### config.mk
export PLATFORM = sky130hd
export DESIGN_NAME = url_percent_decoder_unit
export DESIGN_NICKNAME = d
export VERILOG_FILES = /design/src/upd_pkg.sv /design/src/url_percent_decoder_unit.sv /design/src/upd_decoder.sv /design/src/upd_rsp_queue.sv
export SDC_FILE = /design/constraint.sdc
export NUM_CORES = 1
export LEC_CHECK = 0
export ABC_CLOCK_PERIOD_IN_PS = 2730
export BUFFER_PORTS_ARGS = -buffer_cell sky130_fd_sc_hd__buf_2
export CORE_MARGIN = 3
export CORE_UTILIZATION = 55
export DETAILED_ROUTE_END_ITERATION = 10
export GPL_ROUTABILITY_DRIVEN = 0
export PLACE_DENSITY = 0.81
export SYNTH_ARGS = -nofsm -noshare
export SYNTH_HDL_FRONTEND = slang
export SYNTH_SLANG_ARGS = --single-unit
### constraint.sdc
create_clock -name clock -period 2.73 [get_ports clock]
set_clock_uncertainty 0.1 [all_clocks]
set_input_delay 0.273 -clock clock [delete_from_list [all_inputs] [get_ports clock]]
set_output_delay 0.273 -clock clock [all_outputs]
set_load 0.02 [all_outputs]
### src/upd_pkg.sv
`timescale 1ns / 1ps

package upd_pkg;

   localparam logic [7:0] PctChar = 8'h25;
   localparam logic [7:0] SubstChar = 8'h3F;

   localparam int QueueDepth = 4;
   localparam int QueueIndexWidth = $clog2(QueueDepth);
   localparam int QueueCountWidth = $clog2(QueueDepth + 1);

   typedef struct packed {
      logic [7:0] in_byte;
      logic       in_last;
   } upd_req_type;

   typedef struct packed {
      logic [7:0] out_byte;
      logic       out_last;
   } upd_rsp_type;

   typedef struct packed {
      logic [1:0]  count;
      upd_rsp_type first;
      upd_rsp_type second;
   } upd_result_type;

   typedef enum logic [1:0] {
      PHASE_IDLE  = 2'd0,
      PHASE_PCT   = 2'd1,
      PHASE_FIRST = 2'd2
   } upd_phase_type;

   typedef struct packed {
      logic       valid;
      logic [3:0] value;
   } upd_hex_type;

   function automatic upd_hex_type hex_digit(input logic [7:0] c);
      upd_hex_type h;
      h.valid = 1'b1;
      h.value = 4'd0;
      if (c inside {[8'h30 : 8'h39]}) begin
         h.value = c[3:0];
      end else if (c inside {[8'h41 : 8'h46], [8'h61 : 8'h66]}) begin
         h.value = c[3:0] + 4'd9;
      end else begin
         h.valid = 1'b0;
      end
      return h;
   endfunction

endpackage

### src/url_percent_decoder_unit.sv
`timescale 1ns / 1ps
// Channel  Direction  Handshake              Payload
// req      in         req_valid / req_ready  upd_req_type: in_byte, in_last
// rsp      out        rsp_valid / rsp_ready  upd_rsp_type: out_byte, out_last
//
// One item is accepted per cycle while req_ready is high; its results enter the result queue at the same edge
// and, when the queue is empty, are offered from the next cycle.
// The rate is set by the four-entry result queue: req_ready is high while at least two entries are free.
// An escape whose first byte after the percent sign ends the string gives two results from one item.
// Reset is synchronous and clears the escape state and the queue.

module url_percent_decoder_unit
   import upd_pkg::*;
(
   input  logic        clock,
   input  logic        reset,
   input  logic        req_valid,
   output logic        req_ready,
   input  upd_req_type req_item,
   output logic        rsp_valid,
   input  logic        rsp_ready,
   output upd_rsp_type rsp_item
);

   upd_result_type result;
   logic           accept;

   assign accept = req_valid && req_ready;

   upd_decoder decoder (
      .clock      (clock),
      .reset      (reset),
      .item_valid (accept),
      .item       (req_item),
      .result     (result)
   );

   upd_rsp_queue rsp_queue (
      .clock     (clock),
      .reset     (reset),
      .push      (result),
      .space_ok  (req_ready),
      .rsp_valid (rsp_valid),
      .rsp_ready (rsp_ready),
      .rsp_item  (rsp_item)
   );

endmodule

### src/upd_decoder.sv
`timescale 1ns / 1ps

module upd_decoder
   import upd_pkg::*;
(
   input  logic           clock,
   input  logic           reset,
   input  logic           item_valid,
   input  upd_req_type    item,
   output upd_result_type result
);

   upd_phase_type phase_ff, phase_in;
   logic [7:0]    first_ff, first_in;
   upd_hex_type   hi_hex, lo_hex;
   logic [7:0]    value;

   always_ff @(posedge clock) begin
      if (reset) begin
         phase_ff <= PHASE_IDLE;
         first_ff <= 8'd0;
      end else begin
         phase_ff <= phase_in;
         first_ff <= first_in;
      end
   end

   always_comb begin
      phase_in = phase_ff;
      first_in = first_ff;
      if (item_valid) begin
         phase_in = PHASE_IDLE;
         first_in = 8'd0;
         case (phase_ff)
            PHASE_IDLE: begin
               if (item.in_byte == PctChar && !item.in_last) begin
                  phase_in = PHASE_PCT;
               end
            end
            PHASE_PCT: begin
               if (!item.in_last) begin
                  phase_in = PHASE_FIRST;
                  first_in = item.in_byte;
               end
            end
            default: begin
               phase_in = PHASE_IDLE;
            end
         endcase
      end
   end

   always_comb begin
      hi_hex = hex_digit(first_ff);
      lo_hex = hex_digit(item.in_byte);
      if (!hi_hex.valid) begin
         value = 8'd0;
      end else if (!lo_hex.valid) begin
         value = {4'd0, hi_hex.value};
      end else begin
         value = {hi_hex.value, lo_hex.value};
      end
      if (value == 8'd0) begin
         value = SubstChar;
      end
   end

   always_comb begin
      result.count = 2'd0;
      result.first = '{out_byte: item.in_byte, out_last: item.in_last};
      result.second = '{out_byte: item.in_byte, out_last: item.in_last};
      case (phase_ff)
         PHASE_IDLE: begin
            if (!(item.in_byte == PctChar && !item.in_last)) begin
               result.count = 2'd1;
            end
         end
         PHASE_PCT: begin
            result.first = '{out_byte: PctChar, out_last: 1'b0};
            if (item.in_last) begin
               result.count = 2'd2;
            end
         end
         PHASE_FIRST: begin
            result.first = '{out_byte: value, out_last: item.in_last};
            result.count = 2'd1;
         end
         default: begin
            result.count = 2'd1;
         end
      endcase
      if (!item_valid) begin
         result.count = 2'd0;
      end
   end

   assert property (@(posedge clock) disable iff (reset)
      item_valid && item.in_last |=> phase_ff == PHASE_IDLE)
      else $error("Escape state survived the end of a string.");

   assert property (@(posedge clock) disable iff (reset)
      result.count == 2'd2 |-> phase_ff == PHASE_PCT && item.in_last)
      else $error("Two results outside a truncated escape.");

   assert property (@(posedge clock) disable iff (reset)
      phase_ff != PHASE_FIRST |-> first_ff == 8'd0)
      else $error("Stale first escape byte.");

endmodule

### src/upd_rsp_queue.sv
`timescale 1ns / 1ps

module upd_rsp_queue
   import upd_pkg::*;
(
   input  logic           clock,
   input  logic           reset,
   input  upd_result_type push,
   output logic           space_ok,
   output logic           rsp_valid,
   input  logic           rsp_ready,
   output upd_rsp_type    rsp_item
);

   upd_rsp_type                entries_ff [QueueDepth];
   logic [QueueIndexWidth-1:0] wr_ptr_ff, wr_ptr_in;
   logic [QueueIndexWidth-1:0] rd_ptr_ff, rd_ptr_in;
   logic [QueueCountWidth-1:0] count_ff, count_in;
   logic [QueueIndexWidth-1:0] wr_next;
   logic                       pop;

   assign pop = rsp_valid && rsp_ready;
   assign wr_next = wr_ptr_ff + QueueIndexWidth'(1);
   assign space_ok = count_ff <= QueueCountWidth'(QueueDepth - 2);
   assign rsp_valid = count_ff != '0;
   assign rsp_item = entries_ff[rd_ptr_ff];

   always_comb begin
      wr_ptr_in = wr_ptr_ff + QueueIndexWidth'(push.count);
      rd_ptr_in = rd_ptr_ff + QueueIndexWidth'(pop);
      count_in = count_ff + QueueCountWidth'(push.count) - QueueCountWidth'(pop);
   end

   always_ff @(posedge clock) begin
      if (reset) begin
         wr_ptr_ff <= '0;
         rd_ptr_ff <= '0;
         count_ff <= '0;
      end else begin
         wr_ptr_ff <= wr_ptr_in;
         rd_ptr_ff <= rd_ptr_in;
         count_ff <= count_in;
      end
   end

   always_ff @(posedge clock) begin
      if (push.count != 2'd0) begin
         entries_ff[wr_ptr_ff] <= push.first;
      end
      if (push.count == 2'd2) begin
         entries_ff[wr_next] <= push.second;
      end
   end

   assert property (@(posedge clock) disable iff (reset)
      count_ff <= QueueCountWidth'(QueueDepth))
      else $error("Result queue overflow.");

   assert property (@(posedge clock) disable iff (reset)
      push.count != 2'd0 |-> space_ok)
      else $error("Results pushed without room.");

   assert property (@(posedge clock) disable iff (reset)
      pop && push.count == 2'd0 |=> count_ff == $past(count_ff) - QueueCountWidth'(1))
      else $error("Queue count lost track of a taken item.");

endmodule

After elaboration in Yosys (flattened, before gate mapping):

Memory sizes are Yosys's and may differ from the RTL's. A register that Yosys moved wholly into a read port is not among the register bits.
Cells that the tools add are included.

* register bits: 17
* bits in writable memories: 36
* logic and storage cells: 72
* memories kept: 1

Memories
* rsp_queue.entries_ff: words 4, width 9, read ports 1, clocked after Yosys merged registers in 1, wr ports 2, RTL line upd_rsp_queue.sv:15 `upd_rsp_type entries_ff [QueueDepth];`

* add/subtract/negate cells: 7
* $lt $le $gt $ge: 13
* equal/unequal tests: 4
* muxes and demuxes: 26
* reduce and logical (&&, ||, !) cells: 16

Operator list (count)
* $mux W8: 5
* $ge A8 B7 Y1 const B: 4
* $le A8 B7 Y1 const B: 4
* $pmux W9 S2: 1
* $ge A8 B6 Y1 const B: 2
* $le A8 B6 Y1 const B: 2
* $mux W4: 4
* $mux W1: 10
* $logic_and A1 B1 Y1: 9
* $add A4 B4 Y4 const B: 2
* $eq A8 B6 Y1 const B: 1
* $logic_not A8 Y1: 1
* $mux W2: 4
* $pmux W2 S2: 2
* $reduce_bool A2 Y1: 3
* $eq A2 B2 Y1 const B: 2
* $add A3 B2 Y3: 1
* $le A3 B2 Y1 const B: 1
* $reduce_bool A3 Y1: 1
* $sub A3 B1 Y3: 1
* $add A2 B1 Y2: 1
* $add A2 B1 Y2 const B: 1
* $add A2 B2 Y2: 1
* $eq A2 B1 Y1 const B: 1
* other kinds (2): 2

Logic depth before layout (Yosys ltp):

Gate-level depths: netlist of run 1.

* depth in word-level cells: 10
* depth in mapped cells: 12
* gate-level depth less buffers: 11

Hierarchy:

From an unflattened synthesis of run 1, not the netlist that was laid out.

* cell total of the unflattened synthesis: 282
* area total of the unflattened synthesis: 3468.3 um^2

Modules (own cells, without submodules)
* upd_rsp_queue: instances 1, cells each 134, area each 2235.9 um^2, seq. area each 1221.2 um^2
* upd_decoder: instances 1, cells each 147, area each 1226.2 um^2, seq. area each 200.2 um^2
* url_percent_decoder_unit: instances 1, cells each 1, area each 6.3 um^2, seq. area each 0.0 um^2

Least setup slack after synthesis of run 1:

Ideal clock, no wire load.

* path type: input-to-reg
* from: in req_item[2] in the netlist's numbering
* to: mem rsp_queue.entries_ff[0][0] in the netlist's numbering (enable)
* library setup time: 0.390 ns
* data arrival time: 2.468 ns
* required time: 2.240 ns
* setup slack: -0.228 ns
* stages on the path: 8
* cell sequence: clkbuf_1 > inv_1 > ha_1 > nor4bb_1 > a41oi_1 > a21boi_0 > a31oi_1 > o31ai_1

RTL lines
* from (decl): RTL line url_percent_decoder_unit.sv:19 `input upd_req_type req_item,`
* to (decl): RTL line upd_rsp_queue.sv:15

==> run_results.csv, run 1 <==
group,metric,value,unit
status,status,"complete, but fails checks",
status,violations,"design-rule violations, negative setup slack",
clock_network,h-tree-depth,2,
clock_network,numCtsBuffers,5,
yosys,synthArstFlopShare,0,%
drt,wl_met1,3.21,mm
timing,slew_viol_final,0,
layout,fin_util,68.8,%
global_route,grt_pass1_vias,2589,
critical_path,slowest_delay,0.54,ns
place,placed_area,0.00369,sq mm
yosys,synthTopCellsByCount,"edfxtp_1 (36), nand2_1 (36), a21oi_1 (24), nor2_1 (24), inv_1 (18)",
timing,tns,-0.0340,ns
yosys,yosysUniqueCellTypes,58,
run,max_cap_violations,0,
critical_path,crit_arrival,2.69,ns
layout,area_growth_syn_to_layout,16.9,%
layout,nFillCells,415,
floorplan,die-area,0.00704,sq mm
power_and_ir_drop,powerDensity,644,mW/mm^2
power_and_ir_drop,pwr-share-seq,44.2,%
timing,hold_ws,0.198,ns
critical_path,worst-path-buf-inv,0,
yosys,ys_ff_latch,53,
layout,multi_input_area,0.00185,sq mm
layout,fin_area,0.00390,sq mm
yosys,syn_avg_cell_area,9.88,sq um
timing,worst_pin_slew,0.919,ns
timing,hold_viol_final,0,
drt,wl_per_cell,16.8,microns
yosys,syn_inst,338,
layout,final_nets,415,
critical_path,path_class,"reg2reg",
power_and_ir_drop,comb_power_share,37.9,%
global_route,grt_pass1_wl,12.7,mm
floorplan,io_pins,24,
yosys,synth_area_leaders,"edfxtp_1 (32%), dfxtp_1 (10%), mux4_2 (6.1%)",
power_and_ir_drop,power_leakage,0.00144,uW
yosys,synth_top_area_cell,"edfxtp_1",
yosys,yosysWarnings,0,
yosys,dominantRegCellSynth,"edfxtp_1",
timing,relSlewSlack,38.4,%
critical_path,cp_max_fo,4,
power_and_ir_drop,internal_power,1620,uW
power_and_ir_drop,irDropWorstVdd,0.405,mV
global_route,antenna_found_initial,0,
floorplan,die_y,83.9,microns
layout,seqCellArea,0.00143,sq mm
drt,vias_per_cell,6.02,
critical_path,worstPathCellList,"or4b_4, a311oi_4, a21oi_2, or4_4, and3_4, a211oi_4, nor3_2",
timing,final.setup.worst_slack,-0.0135,ns
place,dp.final_hpwl,5.89,mm
critical_path,required,2.67,ns
drt,ant_nets,0,
drt,wl_met3,502,microns
yosys,synthesis.area,0.00334,sq mm
drt,drt_wl_total,7.68,mm
drt,drt_iter0_drc,340,
drt,routed.top_layer,"met4",
yosys,synth-edff-count,36,
global_route,grt_max_degree,18,
floorplan,dieWidth,83.9,microns
layout,layout-drive-gt1-share,26.9,%
clock_network,cts_root_buf,"clkbuf_8",
critical_path,cp-end-kind,"register",
critical_path,cp_slowest_cell,"or4b_4",
place,portBuffers,23,
critical_path,start_kind,"register",
timing,min_period_over_period,100,%
global_route,overflow,0,
clock_network,cts_tree,"yes",
timing,fmax,364,MHz
clock_network,path_clk_slew,0.10,ns
clock_network,clk_latency,0.31,ns
floorplan,fp-row-count,27,
clock_network,postCtsHoldBufs,0,
drt,firstDrtPassIters,8,
drt,vias,2758,
floorplan,coreArea,0.00568,sq mm
power_and_ir_drop,p_sw,897,uW
clock_network,clock_sinks,53,
min_path,hold_path_class,"in2reg",
global_route,grt_usage,22.6,%
timing,rsz0062_at_grt,"yes",
drt,drc_errors,1,
power_and_ir_drop,pwr-share-clk,17.9,%
power_and_ir_drop,swShare,35.7,%
floorplan,start_util,58.8,%
timing,period_minus_slack,2.74,ns
timing,finalSetupViolCount,3,
layout,diodes,0,
yosys,yosysSeqAreaShare,42.6,%
yosys,syn_nets,368,
clock_network,cts_buffer_depth,2,
yosys,yosys.area.top_type_share,32.4,%
critical_path,crit_family,"simple AND/OR/NAND/NOR gates",
drt,wl_met2,3.84,mm
==> final timing paths <==
check | from | to | slack (ns) | cells past startpoint
setup reg to reg | decoder.first_ff[3] | rsp_queue.entries_ff[0][6] | -0.01 | 7
hold / removal | req_item[7] | decoder.first_ff[6] | 0.20 | 3
hold reg to reg | decoder.first_ff[4] | decoder.first_ff[4] | 0.37 | 2
setup / recovery | decoder.first_ff[3] | rsp_queue.entries_ff[0][6] | -0.01 | 7
==> cell usage in the layout, fill, tap and decap left out, types with 5 or more instances in the layout <==
cell type  netlist  routed
nor2b_1          7       6
and2_1           9       9
xnor2_1          6       6
dfxtp_1         17      12
nand3_1         14      14
edfxtp_1        36      36
o21ai_0         13      10
buf_4            0      35
inv_1           18      18
a21oi_1         24      24
buf_2            1      23
nor2_1          24      23
nand2_1         36      36
a31oi_1         12      11
o31ai_1          7       6
dfxtp_2          0       5
ha_1            16      16
mux4_2           9       9
clkbuf_8         0       5
a21boi_0        11       7
==> sequential cells by signal (all words and copies together), names as in the netlist <==
register,flops
rsp_queue.entries_ff,36
decoder.first_ff,8
rsp_queue.count_ff,3
decoder.phase_ff,2
rsp_queue.rd_ptr_ff,2
rsp_queue.wr_ptr_ff,2
==> routing by layer <==
metal / global-route usage, % / vias to the layer above
li1: - / 1347
met5: 0 / -
met1: 29.2 / 1279
met3: 3.16 / 16
met4: 6.87 / 0
met2: 39.3 / 116
==> kinds of logic after synthesis <==
group / after synthesis / share of synthesized area (%)
adders and majority gates: 17 / 6.59
and+or+nand+nor: 119 / 18.2
DFF: 53 / 42.6
AOI/OAI and AO/OA: 96 / 20.0
muxes: 11 / 6.67
xor gates and xnor gates: 6 / 1.57
buffers and inverters: 36 / 4.31
==> area by class of cell <==
| class | count | area share [%] |
|---|---|---|
| multi-input cells | 249 | 47.4 |
| flip-flops and latches | 53 | 36.6 |
| repair buffers | 58 | 9.68 |
| well taps | 72 | 2.31 |
| clock buffers | 5 | 1.76 |
| inverters | 18 | 1.73 |
| clock inverters | 3 | 0.545 |
==> worst reg2reg max path, cell delays in order (launching register included) <==
cell	delay (ns)
dfxtp_2	0.34
or4b_4	0.54
a311oi_4	0.33
a21oi_2	0.13
or4_4	0.43
and3_4	0.21
a211oi_4	0.32
nor3_2	0.09
==> per-stage QoR <==
stage	setup slack [ns]	std cells	power [uW]
5_1_grt	-0.0856	458	2670
3_3_place_gp	0.0227	444	2020
2_1_floorplan	0.0104	338	1780
6_report	-0.0135	458	2510
3_5_place_dp	-0.0761	444	2060
4_1_cts	-0.0155	456	2510
==> power by group through the flow <==
stage | Clock, uW | Sequential, uW | Combinational [uW]
after CTS | 453 | 1110 | 944
after global routing | 486 | 1130 | 1050
final | 449 | 1110 | 954
after global placement | 0 | 1120 | 895
after floorplan | 0 | 1060 | 716
after detailed placement | 0 | 1130 | 932
==> what timing repair did <==
item / in CTS / in global routing
setup endpoints to repair: 8 / 59
endpoints found under the hold margin: 0 / 0
resized for setup: 8 / 14
pin swaps: 6 / 5
setup buffers: 4 / 2
(Power assumes the default switching activity.)
==> run 2: changes to the inputs <==
Settings changed: SKIP_LAST_GASP from default to 1.
==> run 2 against run 1 <==
  * The run ends with negative setup slack left
  * Wire length grew 0.51%
  * Non-clock buffer count is the same
  * Sequential cell count is the same
  * Global-route usage fell by 0.063 points
  * Design area is 0.67% higher
  * Sequential share of layout area is 0.24 points lower
  * Utilization up 0.46 points
  * Worst setup slack got worse by 0.057 ns
  * First-iteration DRC count increased by 13%
  * Count of clock-buffer cells in the layout unchanged
  * Sequential power about the same
  * Via count up 0.25%
  * Critical path type unchanged
  * Largest cell class unchanged
  * Highest routed layer unchanged
==> run_results.csv, run 2 (synthesis gave the netlist of run 1 again) <==
group,metric,value,unit
layout,fin_area,0.00393,sq mm
global_route,grt_pass1_wl,12.7,mm
floorplan,io_pins,24,
critical_path,required,2.68,ns
layout,nFillCells,406,
place,portBuffers,23,
critical_path,worst-path-buf-inv,1,
floorplan,start_util,58.8,%
floorplan,coreArea,0.00568,sq mm
clock_network,h-tree-depth,2,
critical_path,cp_slowest_cell,"or4b_4",
drt,wl_per_cell,16.8,microns
layout,top_regs,"rsp_queue.entries_ff (36), decoder.first_ff (8), rsp_queue.count_ff (3)",
critical_path,crit_family,"simple AND/OR/NAND/NOR gates",
clock_network,postCtsHoldBufs,0,
floorplan,dieWidth,83.9,microns
status,status,"complete, but fails checks",
global_route,antenna_found_initial,0,
clock_network,cts_root_buf,"clkbuf_8",
drt,drt_wl_total,7.71,mm
layout,diodes,0,
critical_path,start_kind,"register",
drt,vias_per_cell,6.04,
timing,fmax,357,MHz
power_and_ir_drop,power_leakage,0.00144,uW
timing,rsz0062_at_grt,"yes",
critical_path,worstPathCellList,"or4b_4, a311oi_4, a21oi_2, or4_4, and3_4, buf_12, a21boi_1, o31ai_1",
min_path,hold_path_class,"in2reg",
layout,final_cell_mix,"nand2_1 (36), edfxtp_1 (36), buf_4 (34)",
timing,hold_viol_final,0,
layout,layout-drive-gt1-share,26.7,%
clock_network,clock_sinks,53,
layout,area_growth_syn_to_layout,17.6,%
timing,relSlewSlack,41.6,%
drt,drt_iter0_drc,383,
timing,period_minus_slack,2.80,ns
critical_path,cp-end-kind,"register",
drt,ant_nets,0,
run,max_cap_violations,0,
clock_network,clk_latency,0.31,ns
critical_path,slowest_delay,0.54,ns
place,dp.final_hpwl,5.89,mm
clock_network,cts_tree,"yes",
floorplan,die_y,83.9,microns
clock_network,numCtsBuffers,5,
drt,vias,2765,
power_and_ir_drop,powerDensity,641,mW/mm^2
timing,worst_pin_slew,0.871,ns
global_route,grt_usage,22.5,%
global_route,grt_pass1_vias,2583,
layout,final_nets,415,
power_and_ir_drop,irDropWorstVdd,0.407,mV
timing,final.setup.worst_slack,-0.0709,ns
critical_path,cp_max_fo,3,
timing,slew_viol_final,0,
place,dp_slack,-0.0761,ns
global_route,overflow,0,
clock_network,path_clk_slew,0.10,ns
timing,finalSetupViolCount,9,
global_route,grt_max_degree,18,
status,violations,"negative setup slack",
critical_path,crit_arrival,2.75,ns
drt,drc_errors,0,
place,placed_area,0.00369,sq mm
floorplan,fp-row-count,27,
layout,regMostFlops,"rsp_queue.entries_ff",
layout,largest_reg_flops,36,
clock_network,cts_buffer_depth,2,
critical_path,path_class,"reg2reg",
timing,min_period_over_period,103,%
floorplan,die-area,0.00704,sq mm
drt,firstDrtPassIters,6,
-- run 2: through the flow --
step | total power (uW) | hold WS (ns) | util (%) | TNS [ns] | std cells
floorplan | 1780 | 0.317 | - | 0 | 338
global placement | 2020 | 0.351 | 65.1 | 0 | 444
detailed placement | 2060 | 0.360 | 65.1 | -1.12 | 444
CTS | 2510 | 0.171 | 67.6 | -0.0209 | 456
global route | 2670 | 0.187 | 69.2 | -0.969 | 458
finish | 2520 | 0.180 | 69.2 | -0.251 | 458
-- run 2: layout make-up --
class                   instances  area, sq um  share of cell area (%)
well taps                      72         90.1                    2.29
flip-flops and latches         53         1430                    36.3
clock buffers                   5         68.8                    1.75
multi-input cells             249         1860                    47.4
inverters                      18         67.6                    1.72
clock inverters                 3         21.3                   0.541
repair buffers                 58          390                    9.94
-- run 2: final timing paths --
check,start,end,slack (ns),depth (start not counted)
max,decoder.first_ff[7],rsp_queue.entries_ff[3][5],-0.07,8
min,req_item[7],decoder.first_ff[6],0.18,3
max reg2reg,decoder.first_ff[7],rsp_queue.entries_ff[3][5],-0.07,8
min reg2reg,decoder.first_ff[4],decoder.first_ff[4],0.37,2
-- run 2: worst min-delay path, stage by stage --
cell and delay [ns]:
buf_2 0.15, nand3_1 0.08, a21oi_1 0.06
-- run 2: what timing repair did --
action                                 4_1_cts  5_1_grt
pin swaps                                    6        7
resized for setup                            7       13
setup buffers                                4        2
setup endpoints to repair                    8       61
gates cloned                                 0        0
endpoints found under the hold margin        0        0
-- run 2: power by group --
part / switching [uW] / total (uW) / internal, uW
registers: 97.3 / 1110 / 1010
logic: 535 / 954 / 419
clock network: 270 / 453 / 183
total: 902 / 2520 / 1620
-- run 2: layer usage --
| metal | vias up | routed length, microns | GRT usage (%) |
|---|---|---|---|
| li1 | 1348 | - | - |
| met1 | 1291 | 3280 | 29.2 |
| met2 | 108 | 3870 | 39.0 |
| met3 | 18 | 418 | 3.16 |
| met4 | 0 | 150 | 6.87 |
| met5 | - | 0 | 0 |
==> run 3: changes to the inputs <==
Settings changed: BUFFER_PORTS_ARGS -buffer_cell sky130_fd_sc_hd__buf_2 to -buffer_cell sky130_fd_sc_hd__buf_4.
==> run 3 against run 2 <==
  * The flow now finishes without violations
  * Worst setup slack gained 0.088 ns
  * Sequential cell count is the same
  * Worst hold slack lost 0.031 ns
  * Combinational power grew 8%
  * Die area is the same
  * Critical path type unchanged
  * Critical endpoint is now rsp_queue.entries_ff[3][6]
==> run_results.csv, run 3 (synthesis gave the netlist of run 1 again) <==
group,metric,value,unit
status,status,"completed",
drt,drc_errors,0,
critical_path,crit_arrival,2.67,ns
clock_network,h-tree-depth,2,
power_and_ir_drop,internal_power,1770,uW
power_and_ir_drop,swShare,33.8,%
layout,mostFrequentLayoutCell,"buf_4",
clock_network,numCtsBuffers,5,
timing,period_minus_slack,2.71,ns
power_and_ir_drop,irDropWorstVdd,0.377,mV
clock_network,clock_sinks,53,
layout,largest_reg_flops,36,
power_and_ir_drop,pwr-share-seq,41.5,%
layout,final_cell_mix,"buf_4 (62), nand2_1 (36), edfxtp_1 (36)",
critical_path,cp-end-kind,"register",
critical_path,cp_max_fo,4,
timing,hold_viol_final,0,
timing,slew_viol_final,0,
clock_network,clk_latency,0.31,ns
power_and_ir_drop,p_sw,904,uW
drt,wl_per_cell,17.5,microns
run,max_cap_violations,0,
floorplan,coreArea,0.00568,sq mm
critical_path,required,2.69,ns
global_route,overflow,0,
power_and_ir_drop,pwr-share-clk,20.0,%
clock_network,cts_buffer_depth,2,
drt,drt_wl_total,8.09,mm
timing,relSlewSlack,38.6,%
timing,worst_pin_slew,0.914,ns
floorplan,die_y,83.9,microns
critical_path,start_kind,"register",
power_and_ir_drop,power_leakage,0.00148,uW
floorplan,die-area,0.00704,sq mm
floorplan,fp-row-count,27,
timing,finalSetupViolCount,0,
clock_network,cts_tree,"yes",
layout,layout-drive-gt1-share,25.6,%
layout,area_growth_syn_to_layout,19.0,%
global_route,grt_usage,23.0,%
clock_network,postCtsHoldBufs,0,
global_route,grt_max_degree,18,
clock_network,path_clk_slew,0.10,ns
drt,drt_iter0_drc,369,
power_and_ir_drop,powerDensity,674,mW/mm^2
min_path,hold_path_class,"in2reg",
timing,fmax,369,MHz
floorplan,io_pins,24,
global_route,antenna_found_initial,0,
global_route,grt_pass1_vias,2682,
place,dp.final_hpwl,5.92,mm
place,portBuffers,23,
floorplan,dieWidth,83.9,microns
drt,firstDrtPassIters,6,
drt,ant_nets,0,
drt,vias_per_cell,6.12,
floorplan,start_util,58.8,%
layout,nFillCells,441,
power_and_ir_drop,comb_power_share,38.5,%
layout,diodes,0,
layout,fin_util,70.0,%
drt,vias,2827,
timing,rsz0062_at_grt,"yes",
clock_network,cts_root_buf,"clkbuf_8",
layout,final_nets,419,
timing,min_period_over_period,99.4,%
layout,top_regs,"rsp_queue.entries_ff (36), decoder.first_ff (8), rsp_queue.count_ff (3)",
power_and_ir_drop,power,2680,uW
layout,regMostFlops,"rsp_queue.entries_ff",
critical_path,path_class,"reg2reg",
global_route,grt_pass1_wl,13.1,mm
run 3: cell types whose count changed in the layout (fill, tap and decap cells not counted), moves of 3 or more:
cell     change
buf_4       +28
buf_2       -23
dfxtp_2      -3
nor3_1       +3
nor3_2       -3
run 3: power by group through the flow:
stage                     Sequential, uW  Clock (uW)  Combinational, uW
after floorplan                     1060           0                716
after global placement              1120           0                972
after detailed placement            1130           0               1010
after CTS                           1110         543               1020
after global routing                1130         574               1130
final                               1110         537               1030
run 3: routing by layer:
layer / wire length, microns / vias up / global-route usage (%)
met1: 3290 / 1320 / 29.5
met2: 4070 / 135 / 39.7
li1: - / 1350 / -
met5: 0 / - / 0
met3: 505 / 22 / 3.06
met4: 217 / 0 / 8.33
run 3: area by class of cell:
type                    count  area (sq um)  share of cell area, %
inverters                  18          67.6                   1.70
flip-flops and latches     53          1430                   35.9
well taps                  72          90.1                   2.27
clock inverters             2          38.8                  0.976
multi-input cells         249          1810                   45.6
clock buffers               6          72.6                   1.83
repair buffers             62           465                   11.7
run 3: metrics by stage:
| step | TNS, ns | area [sq um] | std cells | hold slack [ns] | setup slack (ns) |
|---|---|---|---|---|---|
| floorplan | 0 | 3350 | 338 | 0.317 | 0.0104 |
| global placement | -0.00182 | 3770 | 447 | 0.352 | -0.00182 |
| detailed placement | -0.932 | 3770 | 447 | 0.372 | -0.0489 |
| CTS | -0.0148 | 3920 | 459 | 0.146 | -0.0148 |
| global route | -0.269 | 3970 | 462 | 0.169 | -0.0541 |
| finish | 0 | 3970 | 462 | 0.149 | 0.0175 |
run 3: path summary, 6_finish.rpt:
kind                        from                    endpoint  slack, ns  depth (start not counted)
max          decoder.first_ff[7]  rsp_queue.entries_ff[3][6]       0.02                          7
min                        reset         decoder.first_ff[0]       0.15                          2
max reg2reg  decoder.first_ff[7]  rsp_queue.entries_ff[3][6]       0.02                          7
min reg2reg  decoder.first_ff[4]         decoder.first_ff[4]       0.39                          2
run 3: what timing repair did:
item / 4_1_cts / 5_1_grt
pin swaps: 3 / 2
setup endpoints to repair: 9 / 43
resized for setup: 2 / 10
buffers inserted: 4 / 3
run 3: worst max-delay path: stages (launching register included):
cell      delay (ns)
dfxtp_2         0.33
or4b_4          0.54
a311oi_4        0.25
a21oi_2         0.13
or4_4           0.50
and3_4          0.22
a211oi_4        0.29
nor3_1          0.10
